File: config.mk
export PLATFORM = sky130hd
export DESIGN_NAME = nearest_sample_rate_converter
export DESIGN_NICKNAME = d
export VERILOG_FILES = /design/src/rtl/nsrc_pkg.sv /design/src/rtl/nsrc_ctrl.sv /design/src/rtl/nsrc_dp.sv /design/src/rtl/nearest_sample_rate_converter.sv
export SDC_FILE = /design/constraint.sdc
export NUM_CORES = 1
export LEC_CHECK = 0
export BUFFER_PORTS_ARGS = -buffer_cell sky130_fd_sc_hd__clkbuf_2
export CAP_MARGIN = 20
export CORE_MARGIN = 8
export CORE_UTILIZATION = 58
export CTS_BUF_LIST = sky130_fd_sc_hd__clkbuf_8
export CTS_CLUSTER_DIAMETER = 120
export DETAILED_ROUTE_END_ITERATION = 7
export PLACE_DENSITY = 0.83
export SLEW_MARGIN = 25
export SYNTH_ARGS = -nofsm -noshare
export SYNTH_HDL_FRONTEND = slang
export SYNTH_SLANG_ARGS = --single-unit
File: constraint.sdc
create_clock -name clk -period 4.2 [get_ports clk]
set_input_delay 0.42 -clock clk [delete_from_list [all_inputs] [get_ports clk]]
set_output_delay 0.42 -clock clk [all_outputs]
set_load 0.005 [all_outputs]
File: src/rtl/nsrc_pkg.sv
// ----------------------------------------------------------------------------
// nsrc_pkg
// Shared types, constants and helpers of the nearest sample rate converter.
// ----------------------------------------------------------------------------
package nsrc_pkg;

	localparam int SAMPLE_W  = 16;
	localparam int STEP_W    = 12;
	localparam int OFF_W     = 13;
	localparam int FRAC_BITS = 8;
	localparam int MAX_OUT   = 16;
	localparam int CNT_W     = $clog2(MAX_OUT);
	localparam int CFG_IDX_W = 2;
	localparam int CFG_DAT_W = 12;
	localparam int CODE_W    = 2;

	// one source frame in Q5.8 position units
	localparam logic [OFF_W-1:0]  FRAME_ONE = OFF_W'(1 << FRAC_BITS);
	localparam logic [STEP_W-1:0] MIN_STEP  = STEP_W'(16);
	localparam logic [7:0]        BYTE_BIAS = 8'h80;

	// register indexes
	localparam logic [CFG_IDX_W-1:0] REG_CHANNEL_COUNT = 2'd0;
	localparam logic [CFG_IDX_W-1:0] REG_SAMPLE_WIDTH  = 2'd1;
	localparam logic [CFG_IDX_W-1:0] REG_STEP_Q8       = 2'd2;

	// register codes
	localparam logic [CODE_W-1:0] CH_MONO    = 2'd1;
	localparam logic [CODE_W-1:0] CH_STEREO  = 2'd2;
	localparam logic [CODE_W-1:0] SW_16BIT   = 2'd2;
	localparam logic [STEP_W-1:0] STEP_RESET = STEP_W'(256);

	typedef enum logic {
		S_IDLE,
		S_RUN
	} state_t;

	typedef struct packed {
		logic load;
		logic emit;
	} cmd_t;

	typedef struct packed {
		logic off_ge_one;
		logic run_done;
	} sts_t;

	// 8-bit samples are unsigned: (byte - 128) << 8 is the flipped sign bit in the high byte
	function automatic logic [SAMPLE_W-1:0] to_s16(input logic [SAMPLE_W-1:0] raw,
			input logic [CODE_W-1:0] width_code);
		logic [SAMPLE_W-1:0] res;
		if (width_code == SW_16BIT) begin
			res = raw;
		end else begin
			res = {raw[7:0] ^ BYTE_BIAS, 8'h00};
		end
		return res;
	endfunction

endpackage

File: src/rtl/nsrc_ctrl.sv
// ----------------------------------------------------------------------------
// nsrc_ctrl
// Controller: accepts input frames, paces result emission, owns output valid.
// ----------------------------------------------------------------------------
module nsrc_ctrl (
	input  logic            clk,
	input  logic            arst_n,
	input  logic            in_valid,
	output logic            in_ready,
	output logic            out_valid,
	input  logic            out_ready,
	input  nsrc_pkg::sts_t  sts,
	output nsrc_pkg::cmd_t  cmd
);
	import nsrc_pkg::*;

	state_t state_q;
	state_t state_nxt;
	logic   out_valid_q;
	logic   slot_free;

	assign slot_free = !out_valid_q || out_ready;

	always_comb begin
		state_nxt = state_q;
		case (state_q)
			S_IDLE: begin
				if (in_valid && !sts.off_ge_one) begin
					state_nxt = S_RUN;
				end
			end
			S_RUN: begin
				if (slot_free && sts.run_done) begin
					state_nxt = S_IDLE;
				end
			end
			default: state_nxt = S_IDLE;
		endcase
	end

	always_comb begin
		in_ready = 1'b0;
		cmd      = '0;
		case (state_q)
			S_IDLE: begin
				in_ready = 1'b1;
				cmd.load = in_valid;
			end
			S_RUN: begin
				cmd.emit = slot_free;
			end
			default: begin
				in_ready = 1'b0;
				cmd      = '0;
			end
		endcase
	end

	always_ff @(posedge clk or negedge arst_n) begin
		if (!arst_n) begin
			state_q     <= S_IDLE;
			out_valid_q <= 1'b0;
		end else begin
			state_q <= state_nxt;
			if (cmd.emit) begin
				out_valid_q <= 1'b1;
			end else if (out_ready) begin
				out_valid_q <= 1'b0;
			end
		end
	end

	assign out_valid = out_valid_q;

endmodule

File: src/rtl/nsrc_dp.sv
// ----------------------------------------------------------------------------
// nsrc_dp
// Datapath: config registers, captured frame, position accumulator, result register.
// ----------------------------------------------------------------------------
module nsrc_dp (
	input  logic                                clk,
	input  logic                                arst_n,
	input  logic                                cfg_we,
	input  logic [nsrc_pkg::CFG_IDX_W-1:0]      cfg_index,
	input  logic [nsrc_pkg::CFG_DAT_W-1:0]      cfg_data,
	input  logic [nsrc_pkg::SAMPLE_W-1:0]       left_raw,
	input  logic [nsrc_pkg::SAMPLE_W-1:0]       right_raw,
	input  logic                                end_of_sound,
	input  nsrc_pkg::cmd_t                      cmd,
	output nsrc_pkg::sts_t                      sts,
	output logic signed [nsrc_pkg::SAMPLE_W-1:0] left_sample,
	output logic signed [nsrc_pkg::SAMPLE_W-1:0] right_sample,
	output logic                                last_of_run
);
	import nsrc_pkg::*;

	logic [CODE_W-1:0]   chan_q;
	logic [CODE_W-1:0]   width_q;
	logic [STEP_W-1:0]   step_q;
	logic [STEP_W-1:0]   step_eff;
	logic [OFF_W-1:0]    off_q;
	logic [OFF_W-1:0]    off_sum;
	logic [CNT_W-1:0]    cnt_q;
	logic [SAMPLE_W-1:0] left_q;
	logic [SAMPLE_W-1:0] right_q;
	logic                eos_q;
	logic [SAMPLE_W-1:0] out_left_q;
	logic [SAMPLE_W-1:0] out_right_q;
	logic                out_last_q;
	logic                sum_ge_one;

	assign step_eff   = (step_q < MIN_STEP) ? MIN_STEP : step_q;
	assign off_sum    = off_q + OFF_W'(step_eff);
	assign sum_ge_one = off_sum >= FRAME_ONE;

	assign sts.off_ge_one = off_q >= FRAME_ONE;
	assign sts.run_done   = sum_ge_one || (cnt_q == CNT_W'(MAX_OUT - 1));

	// config registers
	always_ff @(posedge clk or negedge arst_n) begin
		if (!arst_n) begin
			chan_q  <= CH_MONO;
			width_q <= SW_16BIT;
			step_q  <= STEP_RESET;
		end else if (cfg_we) begin
			case (cfg_index)
				REG_CHANNEL_COUNT: chan_q  <= cfg_data[CODE_W-1:0];
				REG_SAMPLE_WIDTH:  width_q <= cfg_data[CODE_W-1:0];
				REG_STEP_Q8:       step_q  <= cfg_data[STEP_W-1:0];
				default:           ;
			endcase
		end
	end

	// position accumulator and run counter
	always_ff @(posedge clk or negedge arst_n) begin
		if (!arst_n) begin
			off_q <= '0;
			cnt_q <= '0;
		end else if (cmd.load) begin
			cnt_q <= '0;
			// no output for this frame: just move the position on
			if (sts.off_ge_one) begin
				off_q <= end_of_sound ? '0 : off_q - FRAME_ONE;
			end
		end else if (cmd.emit) begin
			if (sts.run_done) begin
				cnt_q <= '0;
				if (eos_q || !sum_ge_one) begin
					off_q <= '0;
				end else begin
					off_q <= off_sum - FRAME_ONE;
				end
			end else begin
				cnt_q <= cnt_q + CNT_W'(1);
				off_q <= off_sum;
			end
		end
	end

	// captured frame
	always_ff @(posedge clk) begin
		if (cmd.load) begin
			left_q  <= to_s16(left_raw, width_q);
			right_q <= (chan_q == CH_STEREO) ? to_s16(right_raw, width_q) : '0;
			eos_q   <= end_of_sound;
		end
	end

	// result register
	always_ff @(posedge clk) begin
		if (cmd.emit) begin
			out_left_q  <= left_q;
			out_right_q <= right_q;
			out_last_q  <= sts.run_done;
		end
	end

	assign left_sample  = out_left_q;
	assign right_sample = out_right_q;
	assign last_of_run  = out_last_q;

endmodule

File: src/rtl/nearest_sample_rate_converter.sv
// ----------------------------------------------------------------------------
// nearest_sample_rate_converter
// Nearest-neighbor audio resampler with a Q5.8 position accumulator.
// ----------------------------------------------------------------------------
// Each accepted input frame (one or two channels, unsigned 8-bit or signed
// 16-bit) is converted to signed 16-bit and repeated for every output frame
// whose position falls inside it, from zero to sixteen results per input.
// Output frame i of a sound takes source frame floor(i * step / 256), with
// step being step_q8 raised to at least 16; end_of_sound restarts the position
// after its frame. A frame is taken, then its N results leave at one per
// cycle (as long as out_ready keeps up); a frame with no results is absorbed
// in its accept cycle. The pace is set by the single result register, which
// is loaded once per cycle by the emit loop while its slot is free.
// The next frame is taken while the last result of the previous one still
// waits in the result register. Config writes are always taken (cfg_ready
// tied high) and must only happen while the block is idle.
// ----------------------------------------------------------------------------
module nearest_sample_rate_converter (
	input  logic                                 clk,
	input  logic                                 arst_n,
	// config write channel
	input  logic                                 cfg_valid,
	output logic                                 cfg_ready,
	input  logic [nsrc_pkg::CFG_IDX_W-1:0]       cfg_index,
	input  logic [nsrc_pkg::CFG_DAT_W-1:0]       cfg_data,
	// input frame channel
	input  logic                                 in_valid,
	output logic                                 in_ready,
	input  logic [nsrc_pkg::SAMPLE_W-1:0]        left_raw,
	input  logic [nsrc_pkg::SAMPLE_W-1:0]        right_raw,
	input  logic                                 end_of_sound,
	// result channel
	output logic                                 out_valid,
	input  logic                                 out_ready,
	output logic signed [nsrc_pkg::SAMPLE_W-1:0] left_sample,
	output logic signed [nsrc_pkg::SAMPLE_W-1:0] right_sample,
	output logic                                 last_of_run
);
	import nsrc_pkg::*;

	cmd_t cmd;
	sts_t sts;

	// config registers never stall
	assign cfg_ready = 1'b1;

	// controller: idle/run sequencing and output valid
	nsrc_ctrl u_ctrl (
		.clk       (clk),
		.arst_n    (arst_n),
		.in_valid  (in_valid),
		.in_ready  (in_ready),
		.out_valid (out_valid),
		.out_ready (out_ready),
		.sts       (sts),
		.cmd       (cmd)
	);

	// datapath: sample conversion, position accumulator, result register
	nsrc_dp u_dp (
		.clk          (clk),
		.arst_n       (arst_n),
		.cfg_we       (cfg_valid),
		.cfg_index    (cfg_index),
		.cfg_data     (cfg_data),
		.left_raw     (left_raw),
		.right_raw    (right_raw),
		.end_of_sound (end_of_sound),
		.cmd          (cmd),
		.sts          (sts),
		.left_sample  (left_sample),
		.right_sample (right_sample),
		.last_of_run  (last_of_run)
	);

`ifndef SYNTHESIS
	// while emitting, the position is always inside the current frame
	a_emit_in_frame: assert property (@(posedge clk) disable iff (!arst_n)
		cmd.emit |-> !sts.off_ge_one)
		else $error("emit with position past current frame");

	// a frame with no results leaves the block ready for the next one
	a_skip_stays_idle: assert property (@(posedge clk) disable iff (!arst_n)
		(cmd.load && sts.off_ge_one) |=> in_ready)
		else $error("frame with no results did not return to idle");

	// the final result of a run frees the input side
	a_done_to_idle: assert property (@(posedge clk) disable iff (!arst_n)
		(cmd.emit && sts.run_done) |=> in_ready)
		else $error("run did not end after its final result");

	// a frame is never taken in a cycle that emits a result
	a_load_emit_excl: assert property (@(posedge clk) disable iff (!arst_n)
		!(cmd.load && cmd.emit))
		else $error("load and emit in the same cycle");

	// each emitted result shows up as valid in the next cycle
	a_emit_valid: assert property (@(posedge clk) disable iff (!arst_n)
		cmd.emit |=> (out_valid && (last_of_run == $past(sts.run_done))))
		else $error("emitted result not presented");
`endif

endmodule

Word level (Yosys, flattened, before mapping)
Cells that the tools add are included.
Widths: inputs -> output; s select.
{"block": "totals", "output_inout_bits": 36, "elab_cells": 67, "reg_bits": 101, "inputBits": 52}
{"block": "classes", "n_bitwise": 3, "addsub": 4, "magnitude_cmp": 3, "mux": 20, "n_eq_ne": 6, "n_reduce_logical": 16}
{"cell": "$mux 13", "count": 6}
{"cell": "$mux 16", "count": 2}
{"cell": "$ge 13x9->1 const B", "count": 2}
{"cell": "$sub 13x9->13 const B", "count": 2}
{"cell": "$add 13x12->13", "count": 1}
{"cell": "$lt 12x5->1 const B", "count": 1}
{"cell": "$mux 12", "count": 1}
{"cell": "$mux 4", "count": 3}
{"cell": "$reduce_and 2->1", "count": 5}
{"cell": "$mux 1", "count": 7}
{"cell": "$eq 2x2->1 const B", "count": 3}
{"cell": "$add 4x1->4 const B", "count": 1}
{"cell": "$eq 4x4->1 const B", "count": 1}
{"cell": "$reduce_bool 2->1", "count": 2}
{"cell": "$logic_not 1->1", "count": 3}
{"cell": "$logic_or 1x1->1", "count": 3}
{"cell": "$not 1->1", "count": 3}
{"cell": "$eq 2x1->1 const B", "count": 1}
{"cell": "$logic_and 1x1->1", "count": 2}
{"cell": "$logic_not 2->1", "count": 1}
{"cell": "$ne 2x1->1 const B", "count": 1}
{"cell": "$pmux 1 s2", "count": 1}

Depth between registers and ports, before layout
Gate-level depths: netlist of run 1.
{"block": "depth", "word_depth": 10, "depth_mapped": 19, "mapped_depth_nobuf": 18}

Cells and area by module
A second synthesis of run 1 with hierarchy kept.
{"block": "unflattened", "cells_unflattened": 393, "area_unflattened_um2": 4780.8}
{"mod": "nsrc_dp", "instances": 1, "seq_area_each_um2": 2811.4, "area_per_inst_um2": 4657.0, "cells_each": 381}
{"mod": "nsrc_ctrl", "instances": 1, "seq_area_each_um2": 50.0, "area_per_inst_um2": 112.6, "cells_each": 10}
{"mod": "nearest_sample_rate_converter", "instances": 1, "seq_area_each_um2": 0.0, "area_per_inst_um2": 11.3, "cells_each": 2}

Least setup slack after synthesis of run 1
Ideal clock, no wire load.
{"block": "synth_path", "kind": "reg-to-reg", "start": "register u_dp.step_q[10]", "end": "register u_dp.off_q[2]", "t_required_ns": 4.090, "n_path_buf": 1, "setup_slack_ns": 0.488, "setup_time_ns": 0.110, "stages_incl_launch_ff": 16, "period_less_slack_ns": 3.712, "t_arrival_ns": 3.602, "cell_sequence": "dfrtp_1 -> nor4_1 -> nand2_1 -> and2_1 -> ha_1 -> inv_1 -> fa_1 -> nor2b_4 -> o31a_4 -> o2111ai_1 -> o211ai_1 -> or3_1 -> or4b_1 -> buf_4 -> mux2i_4 -> o41ai_1"}
{"block": "synth_via", "elab_chain_cells": 10, "word_cells_on_any_way": 12, "cone_classes": "2 x add/sub; 2 x order compare; 5 x mux; 3 x reduce/logical"}
{"element": "start: declaration", "line": "nsrc_dp.sv:24", "text": "logic [STEP_W-1:0] step_q;"}
{"element": "start signal: assignment", "line": "nsrc_dp.sv:54", "text": "REG_STEP_Q8: step_q <= cfg_data[STEP_W-1:0];"}
{"element": "$lt 12x5->1", "line": "nsrc_dp.sv:37", "text": "assign step_eff = (step_q < MIN_STEP) ? MIN_STEP : step_q;"}
{"element": "$mux 12 *", "line": "nsrc_dp.sv:37"}
{"element": "$add 13x12->13 *", "line": "nsrc_dp.sv:38", "text": "assign off_sum = off_q + OFF_W'(step_eff);"}
{"element": "$ge 13x9->1", "line": "nsrc_dp.sv:39", "text": "assign sum_ge_one = off_sum >= FRAME_ONE;"}
{"element": "$logic_not 1->1", "line": "nsrc_dp.sv:74", "text": "if (eos_q || !sum_ge_one) begin"}
{"element": "$logic_or 1x1->1", "line": "nsrc_dp.sv:74"}
{"element": "$mux 13", "line": "nsrc_dp.sv:74"}
{"element": "$mux 13 *", "line": "nsrc_dp.sv:72", "text": "if (sts.run_done) begin"}
{"element": "$mux 13 *", "line": "nsrc_dp.sv:71", "text": "end else if (cmd.emit) begin"}
{"element": "$mux 13 *", "line": "nsrc_dp.sv:65", "text": "end else if (cmd.load) begin"}
{"element": "end signal: assignment", "line": "nsrc_dp.sv:69", "text": "off_q <= end_of_sound ? '0 : off_q - FRAME_ONE;"}
{"element": "end signal: assignment", "line": "nsrc_dp.sv:77", "text": "off_q <= off_sum - FRAME_ONE;"}
{"element": "end signal: assignment", "line": "nsrc_dp.sv:81", "text": "off_q <= off_sum;"}
{"element": "end: declaration", "line": "nsrc_dp.sv:26", "text": "logic [OFF_W-1:0] off_q;"}
Mark *: on every way between the ends. The rest lies on a longest branch, timed or not. The select of a mux whose other input is x is not followed.
A chain may end at the register's enable or synchronous reset.

Worst setup path in the final report of run 1
{"block": "layout_path", "start": "register u_dp.step_q[8]", "end": "register u_dp.cnt_q[3]"}
{"block": "layout_via", "elab_chain_cells": 8}
{"element": "$lt 12x5->1", "line": "nsrc_dp.sv:37"}
{"element": "$mux 12 *", "line": "nsrc_dp.sv:37"}
{"element": "$add 13x12->13 *", "line": "nsrc_dp.sv:38"}
{"element": "$ge 13x9->1 *", "line": "nsrc_dp.sv:39"}
{"element": "$logic_or 1x1->1 *", "line": "nsrc_dp.sv:42", "text": "assign sts.run_done = sum_ge_one || (cnt_q == CNT_W'(MAX_OUT - 1));"}
{"element": "$mux 4 *", "line": "nsrc_dp.sv:72"}
{"element": "$mux 4 *", "line": "nsrc_dp.sv:71"}
{"element": "$mux 4 *", "line": "nsrc_dp.sv:65"}
{"element": "end signal: assignment", "line": "nsrc_dp.sv:80", "text": "cnt_q <= cnt_q + CNT_W'(1);"}
{"element": "end: declaration", "line": "nsrc_dp.sv:28", "text": "logic [CNT_W-1:0] cnt_q;"}
Marked as above.

==> results.txt, run 1 <==
At the placement stage, the worst setup path has a slack of -5.94 ps. Along the worst path, the maximum fanout reaches 9. The flow ran to the end, and the final reports show no timing, DRC or antenna violations. The first detailed-routing pass ran for 4 iterations.

In this run the worst setup path terminates at u_dp.cnt_q[3]. In this run the horizontal extent of the chip is 107 µm. The logs give 0 for the setup-violating endpoint count in the final report and 400 for the post-synthesis cell count. For this run, the number of Yosys warnings is 0. The run gives 580 as the number of filler instances in the final layout. Number of nets in the layout: 555.

For the clock network fraction of design power, the log shows 16.6%. For the number of unique standard cell types used by synthesis, the log shows 61. In the synthesized netlist the async set-or-reset flop fraction comes to 34.7%. The number of cell instances on the worst register-to-register path works out to 19. The signal on the critical path passes through nor4_4 -> nand2_2 -> and2_1 -> ha_2 -> inv_1 -> fa_1 -> nor2b_4 -> o31a_4 -> o21a_1 -> a21oi_2 -> ha_1 -> o2111a_1 -> o21ai_0 -> a21oi_1 -> nand4_1 -> or4b_4 -> buf_4 -> o41ai_2 -> a31o_1. The endpoint identified for the worst register-to-register timing path is u_dp.cnt_q[3]. The logs give 59.0% for the initial cell density of the core and 0.00531 mm² for the post-placement cell area.

The worst reg2reg path startpoint is u_dp.step_q[8]. The run gives 0.00562 mm² as the area of all placed cells without fillers. The worst register-to-register path has a setup slack of 130 ps.

The count of nets left with antenna violations once routing finished came out at 0. For the worst-skew pair, the clock arrives at the later sink with an insertion delay of 370 ps. The number of global-route vias before repair is 3393. Shortest period the worst path allows: 4070 ps. Buffers placed on the I/O ports in this run total 86.

From synthesis to final layout, the design area changed by 17.2%. Data on the critical path is required at its endpoint by 4520 ps. The tools report the worst slew margin relative to its limit as 40.9%. STA classifies the critical path endpoint as a register.

Net count after synthesis: 470. The share of cells above drive strength 1 is 29.8%. For this run, the total global-route usage over all layers was measured as 18.3%. The number of H-tree levels is 3, and the area of the placeable core is 0.00813 mm². The largest individual stage delay along the critical path comes from the cell sky130_fd_sc_hd__dfstp_2.

In the routed design, unresolved DRC markers number 0. In this run the cell area of the synthesized design comes to 0.00480 mm². The worst-case clock skew was 9.65 ps.

For this run, the top clock speed supported by timing is 246 MHz. Per report_power, the sequential group accounts for 41.5% of the total. The library cells used most frequently in the layout, excluding fill and tap cells, are sky130_fd_sc_hd__clkbuf_2 (86), sky130_fd_sc_hd__edfxtp_1 (66), sky130_fd_sc_hd__nand2_1 (56).

The mean instance size in the synthesized netlist is 12.0 µm², and the number of vias after detailed routing is 3449. For the worst setup path, the data arrival time is 4390 ps. The run gives 101 as the number of clock sinks seen by CTS.

The die covers 0.0114 mm². The logs give 0.00286 mm² for the area used by sequential logic in the layout and 241 for the count of routing violations after the opening detailed-route iteration. Buffers inserted during clock tree synthesis total 9. The number of register bits inferred by synthesis works out to 101. The final-report max-slew violation count was 0; the post-detailed-route wirelength per cell was 18.2 µm.

The tools report the final critical-path setup slack as 132 ps. For this design the static power due to leakage is 2.43 nW. The run gives 0 as the diode insertion count for antenna repair. Across the run, the number of max-cap violations was 0.

Clock edge transition at the registers on the reported setup and hold paths: 110 ps. Most common cell after layout, fill and taps aside: sky130_fd_sc_hd__clkbuf_2. Of the available clock period, the critical path in the final layout requires 96.9%.

The tools report the launch point of the worst path as u_dp.step_q[8]. Measured along the y axis, the die boundary spans 107 µm. The worst setup path is launched from a register. The synthesized design contains 66 enable-type register cells. Counting along the longest clock path gives a buffer depth of 2. The longest individual stage delay on the worst path is 590 ps.

The logs give 7840 µm for the post-detailed-placement half-perimeter wirelength and 0 ps for the setup TNS. The multi-input combinational cells in the finished layout cover a total of 0.00192 mm². The number of core rows came out at 33.

The logs give 36 for the largest net degree at the start of global routing and 0.00224 W for the internal power. For this design the ratio of total power to cell area is 663 mW/mm². The total overflow reported by the global router came out at 0.

The tree is rooted in a sky130_fd_sc_hd__clkbuf_8. Across the VDD grid, the largest voltage drop is 287 µV. The initial antenna violation count came out at 0.

TritonCTS built the clock tree. The count of endpoints failing hold in the final timing report is 0, and the wire length after detailed routing is 10800 µm. The routability congestion estimate from global placement came out at 0.892. Sequential cells were found to cover 59.7% of the synthesized design area. In the routed layout, each cell is associated on average with a via count of 5.80. Among all flip-flop cells after synthesis, the most frequent one is sky130_fd_sc_hd__edfxtp_1. During I/O placement, the number of pins put on the boundary was 88. The critical setup path kind is reg -> reg.

The switching power total was 0.00149 W; the switching part of the total was 39.9%. The class of the worst hold path is in -> async. At the pin with the least slew margin, the transition time is 887 ps. The first global-routing pass estimated 16500 µm of wire.

Combinational logic is responsible for 42.0% of the overall power.
[cell type report]
class | instances | share of cell area, %
well taps | 105 | 2.34
repair buffers | 90 | 8.19
inverters | 13 | 0.868
clock buffers | 9 | 2.20
clock inverters | 7 | 1.34
flip-flops and latches | 101 | 50.9
multi-input cells | 270 | 34.2
[worst max-delay path, delay by kind of cell, from the launching register on]
kind / cells / cell delay (ps)
flip-flops: 1 / 590
AND/OR/NAND/NOR: 6 / 1140
adder cells (fa/ha/maj): 3 / 840
AO/OA/AOI/OAI: 8 / 1170
buffers and inverters: 2 / 280
[cells in the mapped netlist (all sizes together), types with 4 or more instances]
| library cell | number | share of area [%] |
|---|---|---|
| nand2b | 9 | 1.2 |
| nor3 | 5 | 0.73 |
| ha | 17 | 4.4 |
| and3 | 9 | 1.2 |
| nor2b | 8 | 1.2 |
| clkbuf | 13 | 1.0 |
| dfrtp | 32 | 17 |
| o21ai | 11 | 1.1 |
| edfxtp | 66 | 41 |
| inv | 13 | 1.0 |
| a21oi | 19 | 2.0 |
| nor2 | 19 | 1.5 |
| xor2 | 4 | 0.73 |
| a211oi | 5 | 0.89 |
| mux2 | 17 | 4.0 |
| o31ai | 11 | 1.7 |
| mux2i | 4 | 1.1 |
| nand2 | 58 | 4.5 |
| nand3 | 6 | 0.63 |
| buf | 4 | 0.47 |
| and2 | 12 | 1.6 |
| or3 | 4 | 0.52 |
| nor4 | 5 | 0.65 |
[layer usage]
layer	GRT usage, %	part of all wire, %	vias to the layer above
met5	0	0	-
met4	6.43	2.2	0
met3	5.40	8.0	20
met2	29.3	49	138
met1	23.1	41	1657
li1	-	-	1634
[sequential cells by signal, indices dropped and copies added (netlist names)]
name / count
u_dp.left_q: 16
u_dp.left_sample: 16
u_dp.right_q: 16
u_dp.right_sample: 16
u_dp.off_q: 13
u_dp.step_q: 12
u_dp.cnt_q: 4
u_dp.chan_q: 2
u_dp.width_q: 2
u_ctrl.out_valid: 1
u_ctrl.state_q: 1
u_dp.eos_q: 1
u_dp.last_of_run: 1
[stage by stage]
| stage | std cells | util (%) | hold WS, ps | power (W) |
|---|---|---|---|---|
| after global placement | 577 | 65.3 | 401 | 0.00292 |
| after global routing | 595 | 69.1 | 198 | 0.00395 |
| after CTS | 593 | 67.8 | 164 | 0.00362 |
| after detailed placement | 577 | 65.3 | 405 | 0.00300 |
| final | 595 | 69.1 | 148 | 0.00372 |
| after floorplan | 400 | - | 124 | 0.00257 |
[kinds of logic (layout without fill, tap and decap cells)]
kind of cell    count (synthesis)  count (layout)  share of synthesized area (%)
flops                         101             101                           59.7
fa+ha+maj                      18              18                           4.85
simple gates                  149             149                           15.9
buf+inv                        30             119                           2.50
other cells                     1               1                         0.0782
mux                            21              22                           5.09
compound gates                 74              74                           10.9
xor+xnor                        6               6                           1.10
[worst min path at each step]
stage	depth (start not counted)	end	slack (ps)
after floorplan	0	u_ctrl.out_valid	120
after global placement	0	u_dp.right_sample[6]	400
after detailed placement	0	u_dp.left_sample[12]	400
after CTS	1	u_dp.step_q[7]	160
after global routing	1	u_dp.step_q[7]	200
final	1	u_dp.step_q[7]	150
[power groups by stage]
| stage | sequential, W | clock [W] | combinational, W |
|---|---|---|---|
| after floorplan | 0.00151 | 0 | 0.00106 |
| after global placement | 0.00154 | 0 | 0.00139 |
| after detailed placement | 0.00156 | 0 | 0.00145 |
| after CTS | 0.00153 | 0.000622 | 0.00146 |
| after global routing | 0.00157 | 0.000659 | 0.00172 |
| final | 0.00154 | 0.000618 | 0.00156 |
[what timing repair did]
item                       4_1_cts  5_1_grt
pin swaps                        0        2
resized for setup                1       14
setup endpoints to repair       13       18
gates cloned                     0        1
setup buffers                    0        1
hold buffers                     0        0
No activity file was read; power rests on OpenSTA's default activity.
==> run 2: changes to the inputs <==
Settings changed: BUFFER_PORTS_ARGS -buffer_cell sky130_fd_sc_hd__clkbuf_2 to -buffer_cell sky130_fd_sc_hd__buf_2.
==> run 2 against run 1 <==
  * Sequential power barely moved
  * Global-route usage grew 0.21 points
  * First-iteration DRC count rose by 14%
  * Clock skew rose by 2.4 ps
  * Critical path depth unchanged
  * Cell count shrank 0.17%
  * Largest cell class unchanged
  * Largest power group unchanged
==> results.txt, run 2 (synthesis gave the netlist of run 1 again) <==
The flow ran to the end, and the final reports show no timing, DRC or antenna violations. For the number of buffers on the longest clock path, the log shows 2. In this run, the number of DRC markers left after iteration 0 of detailed routing was 274. The diode insertion count for antenna repair is 0, and the longest individual stage delay on the worst path is 530 ps. Measured against its own limit, the worst slew margin works out to 45.5%. The run gives 18.5% as the all-layer global routing usage.

After detailed routing, the number of vias per cell comes to 5.82. Leaving out fill and tap cells, the most frequent cell in the layout is sky130_fd_sc_hd__buf_2. For this run, the number of standard cells in the final layout without fillers is 594.

The setup-violating endpoint count in the final report came out at 0. Summed over all layers, the routed wires come to 10900 µm. The run gives 68.7% as the end-of-flow core utilization. Highest achievable clock rate: 249 MHz.

Die extent in x: 107 µm. The tools report the initial antenna violation count as 0. The startpoint type of the worst setup path was a register.

After clock tree synthesis, the setup repair step added 0 buffers. The most frequent cell on the critical path is sky130_fd_sc_hd__ha_1. For this configuration, the core starts out at a cell density of 59.0%.

Slowest cell on the critical path: sky130_fd_sc_hd__or4b_4. The number of global-route vias before repair is 3459. The routability congestion estimate from global placement is 0.883, and the total overflow reported by the global router is 0. Of all nets on the critical path, the largest fanout is 9. The run gives 0.00370 W as the total power consumption of the routed design. The detail route stage leaves a number of antenna-violating nets equal to 0. Compared with the post-synthesis result, the final layout area differs by 16.5%. The post-detailed-placement half-perimeter wirelength is 7900 µm. The setup path with the least slack is of type reg -> reg. The run gives 4520 ps as the required time at the endpoint of the critical path. TritonCTS built the clock tree. The die covers 0.0114 mm². The number of cells after detailed placement came out at 577. Clock tree synthesis selected as its root buffer the cell sky130_fd_sc_hd__clkbuf_8.

The critical path goes through nor4_2 -> nand2_1 -> and2_1 -> ha_1 -> inv_1 -> fa_2 -> nor2b_4 -> o31a_4 -> o21bai_1 -> a21oi_2 -> ha_1 -> o2111a_1 -> o21ai_0 -> a21oi_1 -> nand4_1 -> or4b_4 -> buf_6 -> o41ai_2 -> a31o_1. The library cells used most frequently in the layout, excluding fill and tap cells, are sky130_fd_sc_hd__buf_2 (86), sky130_fd_sc_hd__edfxtp_1 (66), sky130_fd_sc_hd__nand2_1 (57). The run gives 0.00813 mm² as the area of the placeable core.

The number of cell instances on the worst register-to-register path came out at 19. The clock tree synthesis step divided the H-tree into 3 levels. Before CTS, the worst setup slack after placement is 35.8 ps. The clock edge transition at the registers on the reported setup and hold paths works out to 100 ps. The number of core rows is 33. The run gives 88 as the number of I/O pins.

The number of hold buffers added after CTS was 0. The run gives 0 as the final-report max-slew violation count. The tools report the peak ir drop on the vdd network as 307 µV. In the final layout, the share of cells above drive strength 1 is 29.7%. Entering global routing, the biggest net connects 36 pins. The count of endpoints failing hold in the final timing report is 0, and the part of the cycle the worst path needs is 95.7%. The pre-antenna-repair detailed-routing pass consisted of 5 iterations. The shortest period the worst path allows was 4020 ps; the number of buffers created by CTS was 9. The tool flagged a number of max-cap violations equal to 0. At the pin with the least slew margin, the transition time is 817 ps. CTS saw 101 sinks. Power spread over the standard cell area amounts to 662 mW/mm².

Data on the critical path arrives at its endpoint at 4340 ps. The tools report the kind of end point of the critical path as a register. Post-CTS repair changed the size of 0 cells.

Across all hold checks on the routed design, the worst slack comes to 130 ps. The leakage power total is 2.40 nW. The final critical-path setup slack was 182 ps. Clock skew on the completed layout was measured at 12.1 ps.

In the final routed layout, each cell accounts on average for 18.3 µm. From bottom edge to top edge, the die measures 107 µm. For the number of vias after detailed routing, the log shows 3457. The first global-routing pass estimated 16600 µm of wire. Number of buffers inserted by port buffering: 86.

After detailed routing, the number of remaining DRC violations is 0. The class of the worst hold path was in -> async. After the last flow step, the layout net total stands at 554.

The tools report the clock insertion delay at the later pin of the skew report as 380 ps.
-- run 2: cell count changes in the layout (fill, tap and decap cells not counted), moves of 2 or more --
cell / change
sky130_fd_sc_hd__buf_2: +86
sky130_fd_sc_hd__buf_4: -2
sky130_fd_sc_hd__clkbuf_2: -86
sky130_fd_sc_hd__inv_6: +3
sky130_fd_sc_hd__inv_8: -2
sky130_fd_sc_hd__nor4_2: +2
sky130_fd_sc_hd__nor4_4: -2
-- run 2: routing by layer --
metal / GRT usage (%) / vias to the layer above / routed length, µm
met2: 29.8 / 155 / 5290
met5: 0 / - / 0
li1: - / 1633 / -
met4: 8.84 / 0 / 243
met3: 4.92 / 23 / 855
met1: 22.6 / 1646 / 4500
-- run 2: area by class of cell --
| class | count | area (µm²) |
|---|---|---|
| tap | 105 | 131 |
| multi-input combinational | 270 | 1900 |
| sequential | 101 | 2860 |
| inverter | 13 | 48.8 |
| clock buffer | 9 | 124 |
| timing repair buffer | 89 | 457 |
| fill | 573 | 2540 |
| clock inverter | 7 | 70.1 |
-- run 2: worst max-delay path, delay by kind of cell (launching register included) --
family                     cells  cell delay [ps]
DFF                            1              420
AOI/OAI and AO/OA              8             1260
buffers and inverters          2              270
and+or+nand+nor                6             1380
adders and majority gates      3              650
-- run 2: power by group --
part | internal (W) | total (W) | leakage (nW) | switching (W)
Sequential | 0.00138 | 0.00154 | 1.07 | 0.000153
Clock | 0.000233 | 0.000612 | 0.0959 | 0.000379
Combinational | 0.000609 | 0.00155 | 1.23 | 0.000944
Total | 0.00223 | 0.00370 | 2.40 | 0.00148
-- run 2: metrics by stage --
stage	setup TNS, ps	instance area, µm²
2_1_floorplan	0	4800
3_3_place_gp	0	5310
3_5_place_dp	0	5310
4_1_cts	0	5510
5_1_grt	-85.9	5590
6_report	0	5590
-- run 2: final timing paths --
check	startpoint	endpoint	slack, ps
worst max-delay path	u_dp.step_q[11]	u_dp.cnt_q[3]	180
worst min-delay path	arst_n	u_dp.step_q[4]	130
worst max register to register	u_dp.step_q[11]	u_dp.cnt_q[3]	180
worst min register to register	u_dp.right_q[4]	u_dp.right_sample[4]	430
max in group asynchronous	arst_n	u_dp.off_q[0]	3560
min in group clk	cfg_data[7]	u_dp.step_q[7]	270
